==> src/rtl/core/dsm_pkg.sv <==
package dsm_pkg;

    // Status bit positions inside an entry's status word
    localparam int ST_FAILED  = 0;
    localparam int ST_CONFIRM = 1;
    localparam int ST_FTC     = 2;
    localparam int ST_NOTDONE = 3;
    localparam int ST_WARN    = 4;
    localparam int ST_FFLAG   = 5;

    localparam logic [7:0] OCC_MAX = 8'd255;

    // Configuration register indexes
    typedef enum logic [2:0] {
        CFG_FAILED_THRESHOLD = 3'd0,
        CFG_PASSED_THRESHOLD = 3'd1,
        CFG_SAMPLE_PERIOD    = 3'd2,
        CFG_AUTO_RESTORE     = 3'd3,
        CFG_WARNING_ENABLE   = 3'd4,
        CFG_CRITICAL_ENABLE  = 3'd5
    } cfg_idx_t;

    // Test result codes
    typedef enum logic [1:0] {
        RES_NONE   = 2'd0,
        RES_FAILED = 2'd1,
        RES_PASSED = 2'd2
    } test_result_t;

    typedef struct packed {
        logic [6:0]        failed_threshold;
        logic signed [7:0] passed_threshold;
        logic [7:0]        sample_period;
        logic              auto_restore;
        logic              warning_enable;
        logic              critical_enable;
    } cfg_t;

    // One entry of the state memory
    typedef struct packed {
        logic [7:0]        prescale;
        logic signed [7:0] debounce;
        logic [5:0]        status;
        logic [7:0]        category;
        logic [7:0]        occurrence;
    } entry_state_t;

    localparam entry_state_t ENTRY_RESET = '{
        prescale:   8'd0,
        debounce:   8'sd0,
        status:     6'b001000,
        category:   8'd0,
        occurrence: 8'd0
    };

    // Outcome of one evaluation step
    typedef struct packed {
        logic         sampled;
        test_result_t result;
        logic         critical;
    } step_info_t;

endpackage

==> src/rtl/core/dsm_sample_if.sv <==
interface dsm_sample_if;
    logic       valid;
    logic       ready;
    logic [3:0] entry;
    logic       test_enabled;
    logic       fault_present;
    logic [7:0] fault_category;

    modport source (
        output valid, entry, test_enabled, fault_present, fault_category,
        input  ready
    );
    modport sink (
        input  valid, entry, test_enabled, fault_present, fault_category,
        output ready
    );
endinterface

==> src/rtl/core/dsm_result_if.sv <==
interface dsm_result_if;
    logic       valid;
    logic       ready;
    logic [3:0] out_entry;
    logic       sampled;
    logic [1:0] test_result;
    logic       fault_flag;
    logic       test_failed;
    logic       confirmed;
    logic       failed_this_cycle;
    logic       not_completed;
    logic       warning_request;
    logic       critical_request;
    logic [7:0] stored_category;
    logic [7:0] occurrence_count;

    modport source (
        output valid, out_entry, sampled, test_result, fault_flag, test_failed, confirmed,
               failed_this_cycle, not_completed, warning_request, critical_request,
               stored_category, occurrence_count,
        input  ready
    );
    modport sink (
        input  valid, out_entry, sampled, test_result, fault_flag, test_failed, confirmed,
               failed_this_cycle, not_completed, warning_request, critical_request,
               stored_category, occurrence_count,
        output ready
    );
endinterface

==> src/rtl/core/dsm_ram.sv <==
module dsm_ram #(
    parameter int WIDTH = 8,
    parameter int DEPTH = 16
) (
    input  logic                                  clk,
    input  logic                                  we,
    input  logic [(DEPTH > 1 ? $clog2(DEPTH) : 1)-1:0] waddr,
    input  logic [WIDTH-1:0]                      wdata,
    input  logic                                  re,
    input  logic [(DEPTH > 1 ? $clog2(DEPTH) : 1)-1:0] raddr,
    output logic [WIDTH-1:0]                      rdata
);

    logic [WIDTH-1:0] mem [DEPTH];

    // Write port and registered read port; a same-address read returns old data
    always_ff @(posedge clk)
    begin
        if (we)
        begin
            mem[waddr] <= wdata;
        end
        if (re)
        begin
            rdata <= mem[raddr];
        end
    end

endmodule

==> src/rtl/core/dsm_cfg_regs.sv <==
module dsm_cfg_regs (
    input  logic           clk,
    input  logic           rst_n,
    input  logic           cfg_wr_en,
    input  logic [2:0]     cfg_index,
    input  logic [7:0]     cfg_data,
    output dsm_pkg::cfg_t  cfg
);

    dsm_pkg::cfg_t cfg_reg;
    dsm_pkg::cfg_t cfg_next;

    // Decode the write into the addressed register
    always_comb
    begin
        cfg_next = cfg_reg;
        if (cfg_wr_en)
        begin
            unique case (dsm_pkg::cfg_idx_t'(cfg_index))
                dsm_pkg::CFG_FAILED_THRESHOLD: cfg_next.failed_threshold = cfg_data[6:0];
                dsm_pkg::CFG_PASSED_THRESHOLD: cfg_next.passed_threshold = signed'(cfg_data);
                dsm_pkg::CFG_SAMPLE_PERIOD:    cfg_next.sample_period    = cfg_data;
                dsm_pkg::CFG_AUTO_RESTORE:     cfg_next.auto_restore     = cfg_data[0];
                dsm_pkg::CFG_WARNING_ENABLE:   cfg_next.warning_enable   = cfg_data[0];
                dsm_pkg::CFG_CRITICAL_ENABLE:  cfg_next.critical_enable  = cfg_data[0];
                default:                       cfg_next = cfg_reg;
            endcase
        end
    end

    always_ff @(posedge clk or negedge rst_n)
    begin
        if (!rst_n)
        begin
            cfg_reg.failed_threshold <= 7'd5;
            cfg_reg.passed_threshold <= -8'sd5;
            cfg_reg.sample_period    <= 8'd1;
            cfg_reg.auto_restore     <= 1'b0;
            cfg_reg.warning_enable   <= 1'b0;
            cfg_reg.critical_enable  <= 1'b0;
        end
        else
        begin
            cfg_reg <= cfg_next;
        end
    end

    assign cfg = cfg_reg;

endmodule

==> src/rtl/core/dsm_update.sv <==
module dsm_update (
    input  dsm_pkg::entry_state_t cur,
    input  logic                  test_enabled,
    input  logic                  fault_present,
    input  logic [7:0]            fault_category,
    input  dsm_pkg::cfg_t         cfg,
    output dsm_pkg::entry_state_t nxt,
    output dsm_pkg::step_info_t   info
);

    logic [8:0]        pc;
    logic signed [7:0] ft_s;
    logic              first_fail;

    assign pc         = {1'b0, cur.prescale} + 9'd1;
    assign ft_s       = signed'({1'b0, cfg.failed_threshold});
    assign first_fail = !cur.status[dsm_pkg::ST_FTC];

    // Advance the prescaler, then debounce and update status on a sample
    always_comb
    begin
        nxt           = cur;
        info.sampled  = 1'b0;
        info.result   = dsm_pkg::RES_NONE;
        info.critical = 1'b0;

        if (test_enabled)
        begin
            if (pc >= {1'b0, cfg.sample_period})
            begin
                nxt.prescale = 8'd0;
                info.sampled = 1'b1;
            end
            else
            begin
                nxt.prescale = pc[7:0];
            end
        end

        if (info.sampled)
        begin
            if (fault_present)
            begin
                if (cur.debounce < ft_s)
                begin
                    nxt.debounce = cur.debounce[7] ? 8'sd1 : cur.debounce + 8'sd1;
                end
                else if (!cur.status[dsm_pkg::ST_FAILED])
                begin
                    nxt.status[dsm_pkg::ST_FAILED]  = 1'b1;
                    nxt.status[dsm_pkg::ST_CONFIRM] = 1'b1;
                    nxt.status[dsm_pkg::ST_FTC]     = 1'b1;
                    nxt.status[dsm_pkg::ST_FFLAG]   = 1'b1;
                    nxt.status[dsm_pkg::ST_NOTDONE] = 1'b0;
                    nxt.status[dsm_pkg::ST_WARN]    = cfg.warning_enable;
                    info.critical = cfg.critical_enable;
                    info.result   = dsm_pkg::RES_FAILED;
                    if (first_fail)
                    begin
                        nxt.category = fault_category;
                        if (cur.occurrence != dsm_pkg::OCC_MAX)
                        begin
                            nxt.occurrence = cur.occurrence + 8'd1;
                        end
                    end
                end
            end
            else
            begin
                if (cur.debounce > cfg.passed_threshold)
                begin
                    nxt.debounce = cur.debounce - 8'sd1;
                end
                else if (cur.status[dsm_pkg::ST_FAILED] || cur.status[dsm_pkg::ST_NOTDONE])
                begin
                    nxt.status[dsm_pkg::ST_FAILED]  = 1'b0;
                    nxt.status[dsm_pkg::ST_NOTDONE] = 1'b0;
                    nxt.status[dsm_pkg::ST_FFLAG]   = 1'b0;
                    if (cfg.auto_restore)
                    begin
                        nxt.status[dsm_pkg::ST_FTC] = 1'b0;
                    end
                    info.result = dsm_pkg::RES_PASSED;
                end
            end
        end
    end

endmodule

==> src/rtl/core/dtc_debounce_status_manager.sv <==
// Debounce and status manager for NUM_ENTRIES diagnostic trouble code entries. Each sample
// transfer names an entry; its state (prescaler, debounce counter, status bits, category,
// occurrence count) lives in one state RAM with a registered read. An accepted sample
// reads its entry; the update stage then updates it, writes it back and loads the result
// register. A new sample is taken every cycle while the result side keeps up. A last-write
// register forwards freshly updated state to a back-to-back sample of the same entry, and
// per-entry written bits make never-touched entries read as their reset state, so no
// clearing pass is needed after reset. The user must write configuration through the plain
// write port only while the block is idle; the block itself does not enforce this.
module dtc_debounce_status_manager #(
    parameter int NUM_ENTRIES = 16
) (
    input  logic                clk,
    input  logic                rst_n,
    dsm_sample_if.sink          sample,
    dsm_result_if.source        result,
    input  logic                cfg_wr_en,
    input  logic [2:0]          cfg_index,
    input  logic [7:0]          cfg_data
);

    localparam int IDX_W   = (NUM_ENTRIES > 1) ? $clog2(NUM_ENTRIES) : 1;
    localparam int STATE_W = $bits(dsm_pkg::entry_state_t);

    dsm_pkg::cfg_t         cfg;
    dsm_pkg::entry_state_t ram_q;
    dsm_pkg::entry_state_t cur;
    dsm_pkg::entry_state_t nxt;
    dsm_pkg::step_info_t   info;

    logic       accept;
    logic       s1_go;
    logic       s1_inrange;
    logic [IDX_W-1:0] s1_idx;
    logic       ram_we;

    logic       s1_valid_reg;
    logic       s1_valid_next;
    logic [3:0] s1_entry_reg;
    logic       s1_en_reg;
    logic       s1_fault_reg;
    logic [7:0] s1_cat_reg;

    logic [NUM_ENTRIES-1:0] written_reg;
    logic                   lw_valid_reg;
    logic [IDX_W-1:0]       lw_idx_reg;
    dsm_pkg::entry_state_t  lw_data_reg;

    logic       res_valid_reg;
    logic       res_valid_next;
    logic [3:0] res_entry_reg;
    logic       res_sampled_reg;
    logic [1:0] res_result_reg;
    logic [5:0] res_status_reg;
    logic       res_crit_reg;
    logic [7:0] res_cat_reg;
    logic [7:0] res_occ_reg;

    dsm_cfg_regs u_cfg (
        .clk       (clk),
        .rst_n     (rst_n),
        .cfg_wr_en (cfg_wr_en),
        .cfg_index (cfg_index),
        .cfg_data  (cfg_data),
        .cfg       (cfg)
    );

    // Handshake: the update stage moves on when the result register is free or drains
    assign s1_go        = !res_valid_reg || result.ready;
    assign sample.ready = !s1_valid_reg || s1_go;
    assign accept       = sample.valid && sample.ready;

    assign s1_idx     = IDX_W'(s1_entry_reg);
    assign s1_inrange = (32'(s1_entry_reg) < NUM_ENTRIES);
    assign ram_we     = s1_valid_reg && s1_go && s1_inrange;

    dsm_ram #(
        .WIDTH (STATE_W),
        .DEPTH (NUM_ENTRIES)
    ) u_state_ram (
        .clk   (clk),
        .we    (ram_we),
        .waddr (s1_idx),
        .wdata (nxt),
        .re    (accept),
        .raddr (IDX_W'(sample.entry)),
        .rdata (ram_q)
    );

    // Pick the current entry state: forwarded write, stored data, or reset value
    always_comb
    begin
        if (lw_valid_reg && (lw_idx_reg == s1_idx))
        begin
            cur = lw_data_reg;
        end
        else if (written_reg[s1_idx])
        begin
            cur = ram_q;
        end
        else
        begin
            cur = dsm_pkg::ENTRY_RESET;
        end
    end

    dsm_update u_update (
        .cur            (cur),
        .test_enabled   (s1_en_reg),
        .fault_present  (s1_fault_reg),
        .fault_category (s1_cat_reg),
        .cfg            (cfg),
        .nxt            (nxt),
        .info           (info)
    );

    // Stage and output valid flags
    always_comb
    begin
        s1_valid_next = s1_valid_reg;
        if (accept)
        begin
            s1_valid_next = 1'b1;
        end
        else if (s1_go)
        begin
            s1_valid_next = 1'b0;
        end

        res_valid_next = res_valid_reg;
        if (s1_valid_reg && s1_go)
        begin
            res_valid_next = 1'b1;
        end
        else if (result.ready)
        begin
            res_valid_next = 1'b0;
        end
    end

    // Control state
    always_ff @(posedge clk or negedge rst_n)
    begin
        if (!rst_n)
        begin
            s1_valid_reg  <= 1'b0;
            res_valid_reg <= 1'b0;
            lw_valid_reg  <= 1'b0;
            written_reg   <= '0;
        end
        else
        begin
            s1_valid_reg  <= s1_valid_next;
            res_valid_reg <= res_valid_next;
            if (ram_we)
            begin
                lw_valid_reg        <= 1'b1;
                written_reg[s1_idx] <= 1'b1;
            end
        end
    end

    // Payload: capture the sample, track the last write, load the result
    always_ff @(posedge clk)
    begin
        if (accept)
        begin
            s1_entry_reg <= sample.entry;
            s1_en_reg    <= sample.test_enabled;
            s1_fault_reg <= sample.fault_present;
            s1_cat_reg   <= sample.fault_category;
        end
        if (ram_we)
        begin
            lw_idx_reg  <= s1_idx;
            lw_data_reg <= nxt;
        end
        if (s1_valid_reg && s1_go)
        begin
            res_entry_reg <= s1_entry_reg;
            if (s1_inrange)
            begin
                res_sampled_reg <= info.sampled;
                res_result_reg  <= info.result;
                res_status_reg  <= nxt.status;
                res_crit_reg    <= info.critical;
                res_cat_reg     <= nxt.category;
                res_occ_reg     <= nxt.occurrence;
            end
            else
            begin
                res_sampled_reg <= 1'b0;
                res_result_reg  <= dsm_pkg::RES_NONE;
                res_status_reg  <= '0;
                res_crit_reg    <= 1'b0;
                res_cat_reg     <= '0;
                res_occ_reg     <= '0;
            end
        end
    end

    // Drive the result channel
    assign result.valid             = res_valid_reg;
    assign result.out_entry         = res_entry_reg;
    assign result.sampled           = res_sampled_reg;
    assign result.test_result       = res_result_reg;
    assign result.fault_flag        = res_status_reg[dsm_pkg::ST_FFLAG];
    assign result.test_failed       = res_status_reg[dsm_pkg::ST_FAILED];
    assign result.confirmed         = res_status_reg[dsm_pkg::ST_CONFIRM];
    assign result.failed_this_cycle = res_status_reg[dsm_pkg::ST_FTC];
    assign result.not_completed     = res_status_reg[dsm_pkg::ST_NOTDONE];
    assign result.warning_request   = res_status_reg[dsm_pkg::ST_WARN];
    assign result.critical_request  = res_crit_reg;
    assign result.stored_category   = res_cat_reg;
    assign result.occurrence_count  = res_occ_reg;

endmodule

==> src/flat_wrapper.sv <==
// flat-port wrapper written by rule: the top's interface ports become plain ports
module dtc_debounce_status_manager_flat 
#(
    parameter int NUM_ENTRIES = 16
)
  (clk, rst_n, cfg_wr_en, cfg_index, cfg_data, sample_valid, sample_entry, sample_test_enabled, sample_fault_present, sample_fault_category, sample_ready, result_valid, result_out_entry, result_sampled, result_test_result, result_fault_flag, result_test_failed, result_confirmed, result_failed_this_cycle, result_not_completed, result_warning_request, result_critical_request, result_stored_category, result_occurrence_count, result_ready);
  dsm_sample_if sample_i ();
  dsm_result_if result_i ();
  input  logic clk;
  input  logic rst_n;
  input  logic cfg_wr_en;
  input  logic [2:0] cfg_index;
  input  logic [7:0] cfg_data;
  input wire logic [$bits(sample_i.valid)-1:0] sample_valid;
  input wire logic [$bits(sample_i.entry)-1:0] sample_entry;
  input wire logic [$bits(sample_i.test_enabled)-1:0] sample_test_enabled;
  input wire logic [$bits(sample_i.fault_present)-1:0] sample_fault_present;
  input wire logic [$bits(sample_i.fault_category)-1:0] sample_fault_category;
  output wire logic [$bits(sample_i.ready)-1:0] sample_ready;
  output wire logic [$bits(result_i.valid)-1:0] result_valid;
  output wire logic [$bits(result_i.out_entry)-1:0] result_out_entry;
  output wire logic [$bits(result_i.sampled)-1:0] result_sampled;
  output wire logic [$bits(result_i.test_result)-1:0] result_test_result;
  output wire logic [$bits(result_i.fault_flag)-1:0] result_fault_flag;
  output wire logic [$bits(result_i.test_failed)-1:0] result_test_failed;
  output wire logic [$bits(result_i.confirmed)-1:0] result_confirmed;
  output wire logic [$bits(result_i.failed_this_cycle)-1:0] result_failed_this_cycle;
  output wire logic [$bits(result_i.not_completed)-1:0] result_not_completed;
  output wire logic [$bits(result_i.warning_request)-1:0] result_warning_request;
  output wire logic [$bits(result_i.critical_request)-1:0] result_critical_request;
  output wire logic [$bits(result_i.stored_category)-1:0] result_stored_category;
  output wire logic [$bits(result_i.occurrence_count)-1:0] result_occurrence_count;
  input wire logic [$bits(result_i.ready)-1:0] result_ready;
  assign sample_i.valid = sample_valid;
  assign sample_i.entry = sample_entry;
  assign sample_i.test_enabled = sample_test_enabled;
  assign sample_i.fault_present = sample_fault_present;
  assign sample_i.fault_category = sample_fault_category;
  assign sample_ready = sample_i.ready;
  assign result_valid = result_i.valid;
  assign result_out_entry = result_i.out_entry;
  assign result_sampled = result_i.sampled;
  assign result_test_result = result_i.test_result;
  assign result_fault_flag = result_i.fault_flag;
  assign result_test_failed = result_i.test_failed;
  assign result_confirmed = result_i.confirmed;
  assign result_failed_this_cycle = result_i.failed_this_cycle;
  assign result_not_completed = result_i.not_completed;
  assign result_warning_request = result_i.warning_request;
  assign result_critical_request = result_i.critical_request;
  assign result_stored_category = result_i.stored_category;
  assign result_occurrence_count = result_i.occurrence_count;
  assign result_i.ready = result_ready;
  dtc_debounce_status_manager #(.NUM_ENTRIES(NUM_ENTRIES)) u_core (.clk(clk), .rst_n(rst_n), .sample(sample_i), .result(result_i), .cfg_wr_en(cfg_wr_en), .cfg_index(cfg_index), .cfg_data(cfg_data));
endmodule
==> config.mk <==
export PLATFORM = sky130hd
export DESIGN_NAME = dtc_debounce_status_manager_flat
export DESIGN_NICKNAME = d
export VERILOG_FILES = /design/src/rtl/core/dsm_pkg.sv /design/src/rtl/core/dsm_sample_if.sv /design/src/rtl/core/dsm_result_if.sv /design/src/rtl/core/dsm_ram.sv /design/src/rtl/core/dsm_cfg_regs.sv /design/src/rtl/core/dsm_update.sv /design/src/rtl/core/dtc_debounce_status_manager.sv /design/src/flat_wrapper.sv
export SDC_FILE = /design/constraint.sdc
export NUM_CORES = 1
export LEC_CHECK = 0
export BUFFER_PORTS_ARGS = -buffer_cell sky130_fd_sc_hd__buf_2
export CORE_MARGIN = 1
export CORE_UTILIZATION = 55
export DETAILED_ROUTE_END_ITERATION = 10
export GPL_TIMING_DRIVEN = 0
export PLACE_DENSITY = 0.78
export SYNTH_ARGS = -nofsm -noshare
export SYNTH_HDL_FRONTEND = slang
export SYNTH_SLANG_ARGS = --single-unit
==> constraint.sdc <==
create_clock -name clk -period 9.6 [get_ports clk]
set_input_delay 1.44 -clock clk [delete_from_list [all_inputs] [get_ports clk]]
set_output_delay 1.44 -clock clk [all_outputs]
set_load 0.02 [all_outputs]
==> metrics <==
status=finished clean; fin crit period=around 8.6 ns; number of fill cells=3418; TritonCTS Buffers=72; CTS Root Cell=clkbuf_16; VDD IR max=between 100 and 150 uV; number of hold buffers added after cts=0; Total Routed Length=around 79000 um; Fin Hold WS=about 0.47 ns; gpl congestion=between 0.9 and 1; placed cells=approximately 2300; router iterations before antenna repair=6; share of layout cells above drive strength 1=between 30% and 40%; M1 WL=28800 um; Critical Path Source Type=flip-flop; ant diodes=0; CTS tree=done; Final setup viols=0; Seq/Total Area, Yosys=73.7%; Final WS setup=1.01 ns; Via density=about 6.8; Primary FF master, synth=edfxtp_1; port bufs=between 60 and 70; Synth Register Bits=751; H-tree levels=3; number of synthesized flops with an enable pin=706; chip width=between 200 and 250 um; TNS Setup=0 ns; Core Region=about 54000 um^2; Worst Path Max Fanout=19; finished layout cell area=between 30000 and 40000 um^2; FP Rows=between 80 and 90; met2 WL=38500 um; pre-CTS setup slack=roughly 0.28 ns; DR top layer=met5; Nets=~1700; Die H=between 200 and 250 um; clk buf depth=3; post-synthesis cell area=slightly above 30000 um^2; Layout area overhead=14.5%; Overflow after GRT=0; crit end category=flip-flop; Hold Crit Class=flip-flop to flip-flop; commonest non-fill, non-tap cells in the layout=edfxtp_1 (706), mux4_2 (191), clkbuf_16 (74); # Max-Cap Violations=0; Reg clk slew, reported paths=0.07 ns; FMAX=about 120 MHz; YS warnings=0; Routed WL per cell=approximately 33 um; Worst Clk Skew=about 0.021 ns; Final Util=between 60% and 70%; Syn Inst Count=around 1500; Mapped Nets=1543; Avg Inst Size Synth=between 20 and 25 um^2; vias in the first global route=16663; Post-CTS Setup Bufs=0; Via Count=roughly 17000; PwrDens=222 nW/um^2; final period utilization=89.5%; dpl hpwl=approximately 47000 um; antenna violations before repair=1; all-layer global routing usage=around 29%; Pwr Total=just under 8 mW; DP Area=around 32000 um^2; synth unique cells=between 90 and 100; commonest non-fill, non-tap cell in the layout=edfxtp_1; final hold violation count=0; TritonCTS Sinks=around 750; slew margin rel.=a little under a tenth; CP arrival=a little under 9 ns; asr flop ratio synth=under 10%; antenna viol nets, final=0; critical path type=flip-flop to flip-flop; die area=between 50000 and 60000 um^2; Slew Viols, Final=0; Initial Utilization=a little under three fifths; met3 WL=roughly 8400 um; post-route insts no fill=about 2400; Least-Margin Pin Slew=about 1.4 ns; clk_lat worst skew=~0.63 ns; Pleak=roughly 12 nW; I/O Pins=62; first-pass GRT wire length=approximately 110000 um; largest net degree at the start of global routing=50; DRT iter0 DRCs=2393; RSZ-0062 raised after global routing=false; max reg flops=roughly 610; Critical Path RT=around 10 ns; number of remaining DRC errors=0
==> Yosys cell counts (4+ instances only) <==
master	number	share of area, %
nor2b_1	4	0.083
xnor2_1	7	0.20
mux2i_1	5	0.17
nand3b_1	5	0.12
o21a_1	4	0.099
mux4_2	191	14
nand2_1	42	0.52
nand4_1	7	0.14
and2_1	5	0.10
a21oi_1	28	0.46
dfrtp_1	35	2.9
edfxtp_1	706	70
a22o_1	26	0.75
inv_1	33	0.41
ha_1	26	1.1
dfstp_2	10	0.87
nand3_1	24	0.40
a22oi_1	5	0.12
buf_4	19	0.47
a211oi_1	5	0.12
nand4b_1	4	0.12
o21ai_0	38	0.63
a21o_1	6	0.15
buf_1	13	0.16
and3_1	7	0.14
o211ai_1	4	0.099
xor2_1	6	0.17
or2_2	18	0.37
nor2_1	32	0.40
nor4_1	4	0.083
nor3_1	17	0.28
mux2_2	8	0.30
nand2b_1	10	0.21
clkbuf_1	39	0.48
buf_2	5	0.083
mux2_4	9	0.45
==> path summary, 6_finish.rpt <==
| check | end | cells after the start | start | slack (ns) |
|---|---|---|---|---|
| worst max-delay path | u_core.u_state_ram.mem[14][27] | 23 | u_core.s1_entry_reg[1] | 1.01 |
| worst min-delay path | u_core.written_reg[1] | 1 | u_core.written_reg[1] | 0.47 |
| worst max register to register | u_core.u_state_ram.mem[14][27] | 23 | u_core.s1_entry_reg[1] | 1.01 |
| worst min register to register | u_core.written_reg[1] | 1 | u_core.written_reg[1] | 0.47 |
| max in group asynchronous | u_core.written_reg[12] | 1 | rst_n | 7.97 |
| min in group asynchronous | u_core.u_cfg.cfg[9] | 1 | rst_n | 1.00 |
==> layer usage <==
layer / vias up / global-route usage [%]
met2: 1311 / 46.6
met4: 2 / 13.0
met3: 200 / 4.98
met5: - / 0
met1: 8540 / 39.4
li1: 6538 / -
==> cell families (layout without fill, tap and decap cells) <==
family / count (synthesis) / after routing / synth area share (%)
XOR/XNOR: 13 / 13 / 0.376
adder cells (fa/ha/maj): 26 / 26 / 1.07
AND/OR/NAND/NOR: 203 / 203 / 3.85
AO/OA/AOI/OAI: 164 / 164 / 3.96
multiplexers: 216 / 216 / 15.3
buffers and inverters: 114 / 354 / 1.75
flip-flops: 751 / 751 / 73.7
==> timing repair <==
action | CTS | global route
hold endpoints to repair | 0 | 0
gates resized for setup | 0 | 4
endpoints found under the setup margin | 0 | 104
==> where the power goes <==
part	internal, mW	total [mW]	switching [mW]
sequential	3.91	3.98	0.0694
combinational	0.329	0.972	0.643
clock	1.53	2.75	1.23
==> final cells by class <==
cell class	instances	area (um^2)	share of cell area, %
Tap cell	696	871	2.51
Inverter	35	134	0.386
Sequential cell	751	22300	64.4
Clock inverter	39	317	0.913
Buffer	77	390	1.13
Timing Repair Buffer	110	1100	3.16
Multi-Input combinational cell	622	7590	21.9
Clock buffer	93	1940	5.60
==> worst max-delay path: stages (launching register included) <==
cell      delay [ns]
edfxtp_1        0.42
buf_6           0.18
xnor2_1         0.14
nand3_1         0.43
nor2_1          0.34
nor3_2          0.75
buf_2           0.45
buf_2           0.67
a22o_1          0.33
ha_1            0.30
nand3_1         0.17
or4_1           0.42
o31a_2          0.15
or2_2           0.32
xnor2_1         0.16
ha_1            0.20
a2111o_1        0.37
o311ai_0        0.82
a31oi_4         0.30
nand2_4         0.22
inv_4           0.11
buf_4           0.19
a211oi_1        0.23
nand3b_1        0.45
Power figures use the tool's default switching activity.
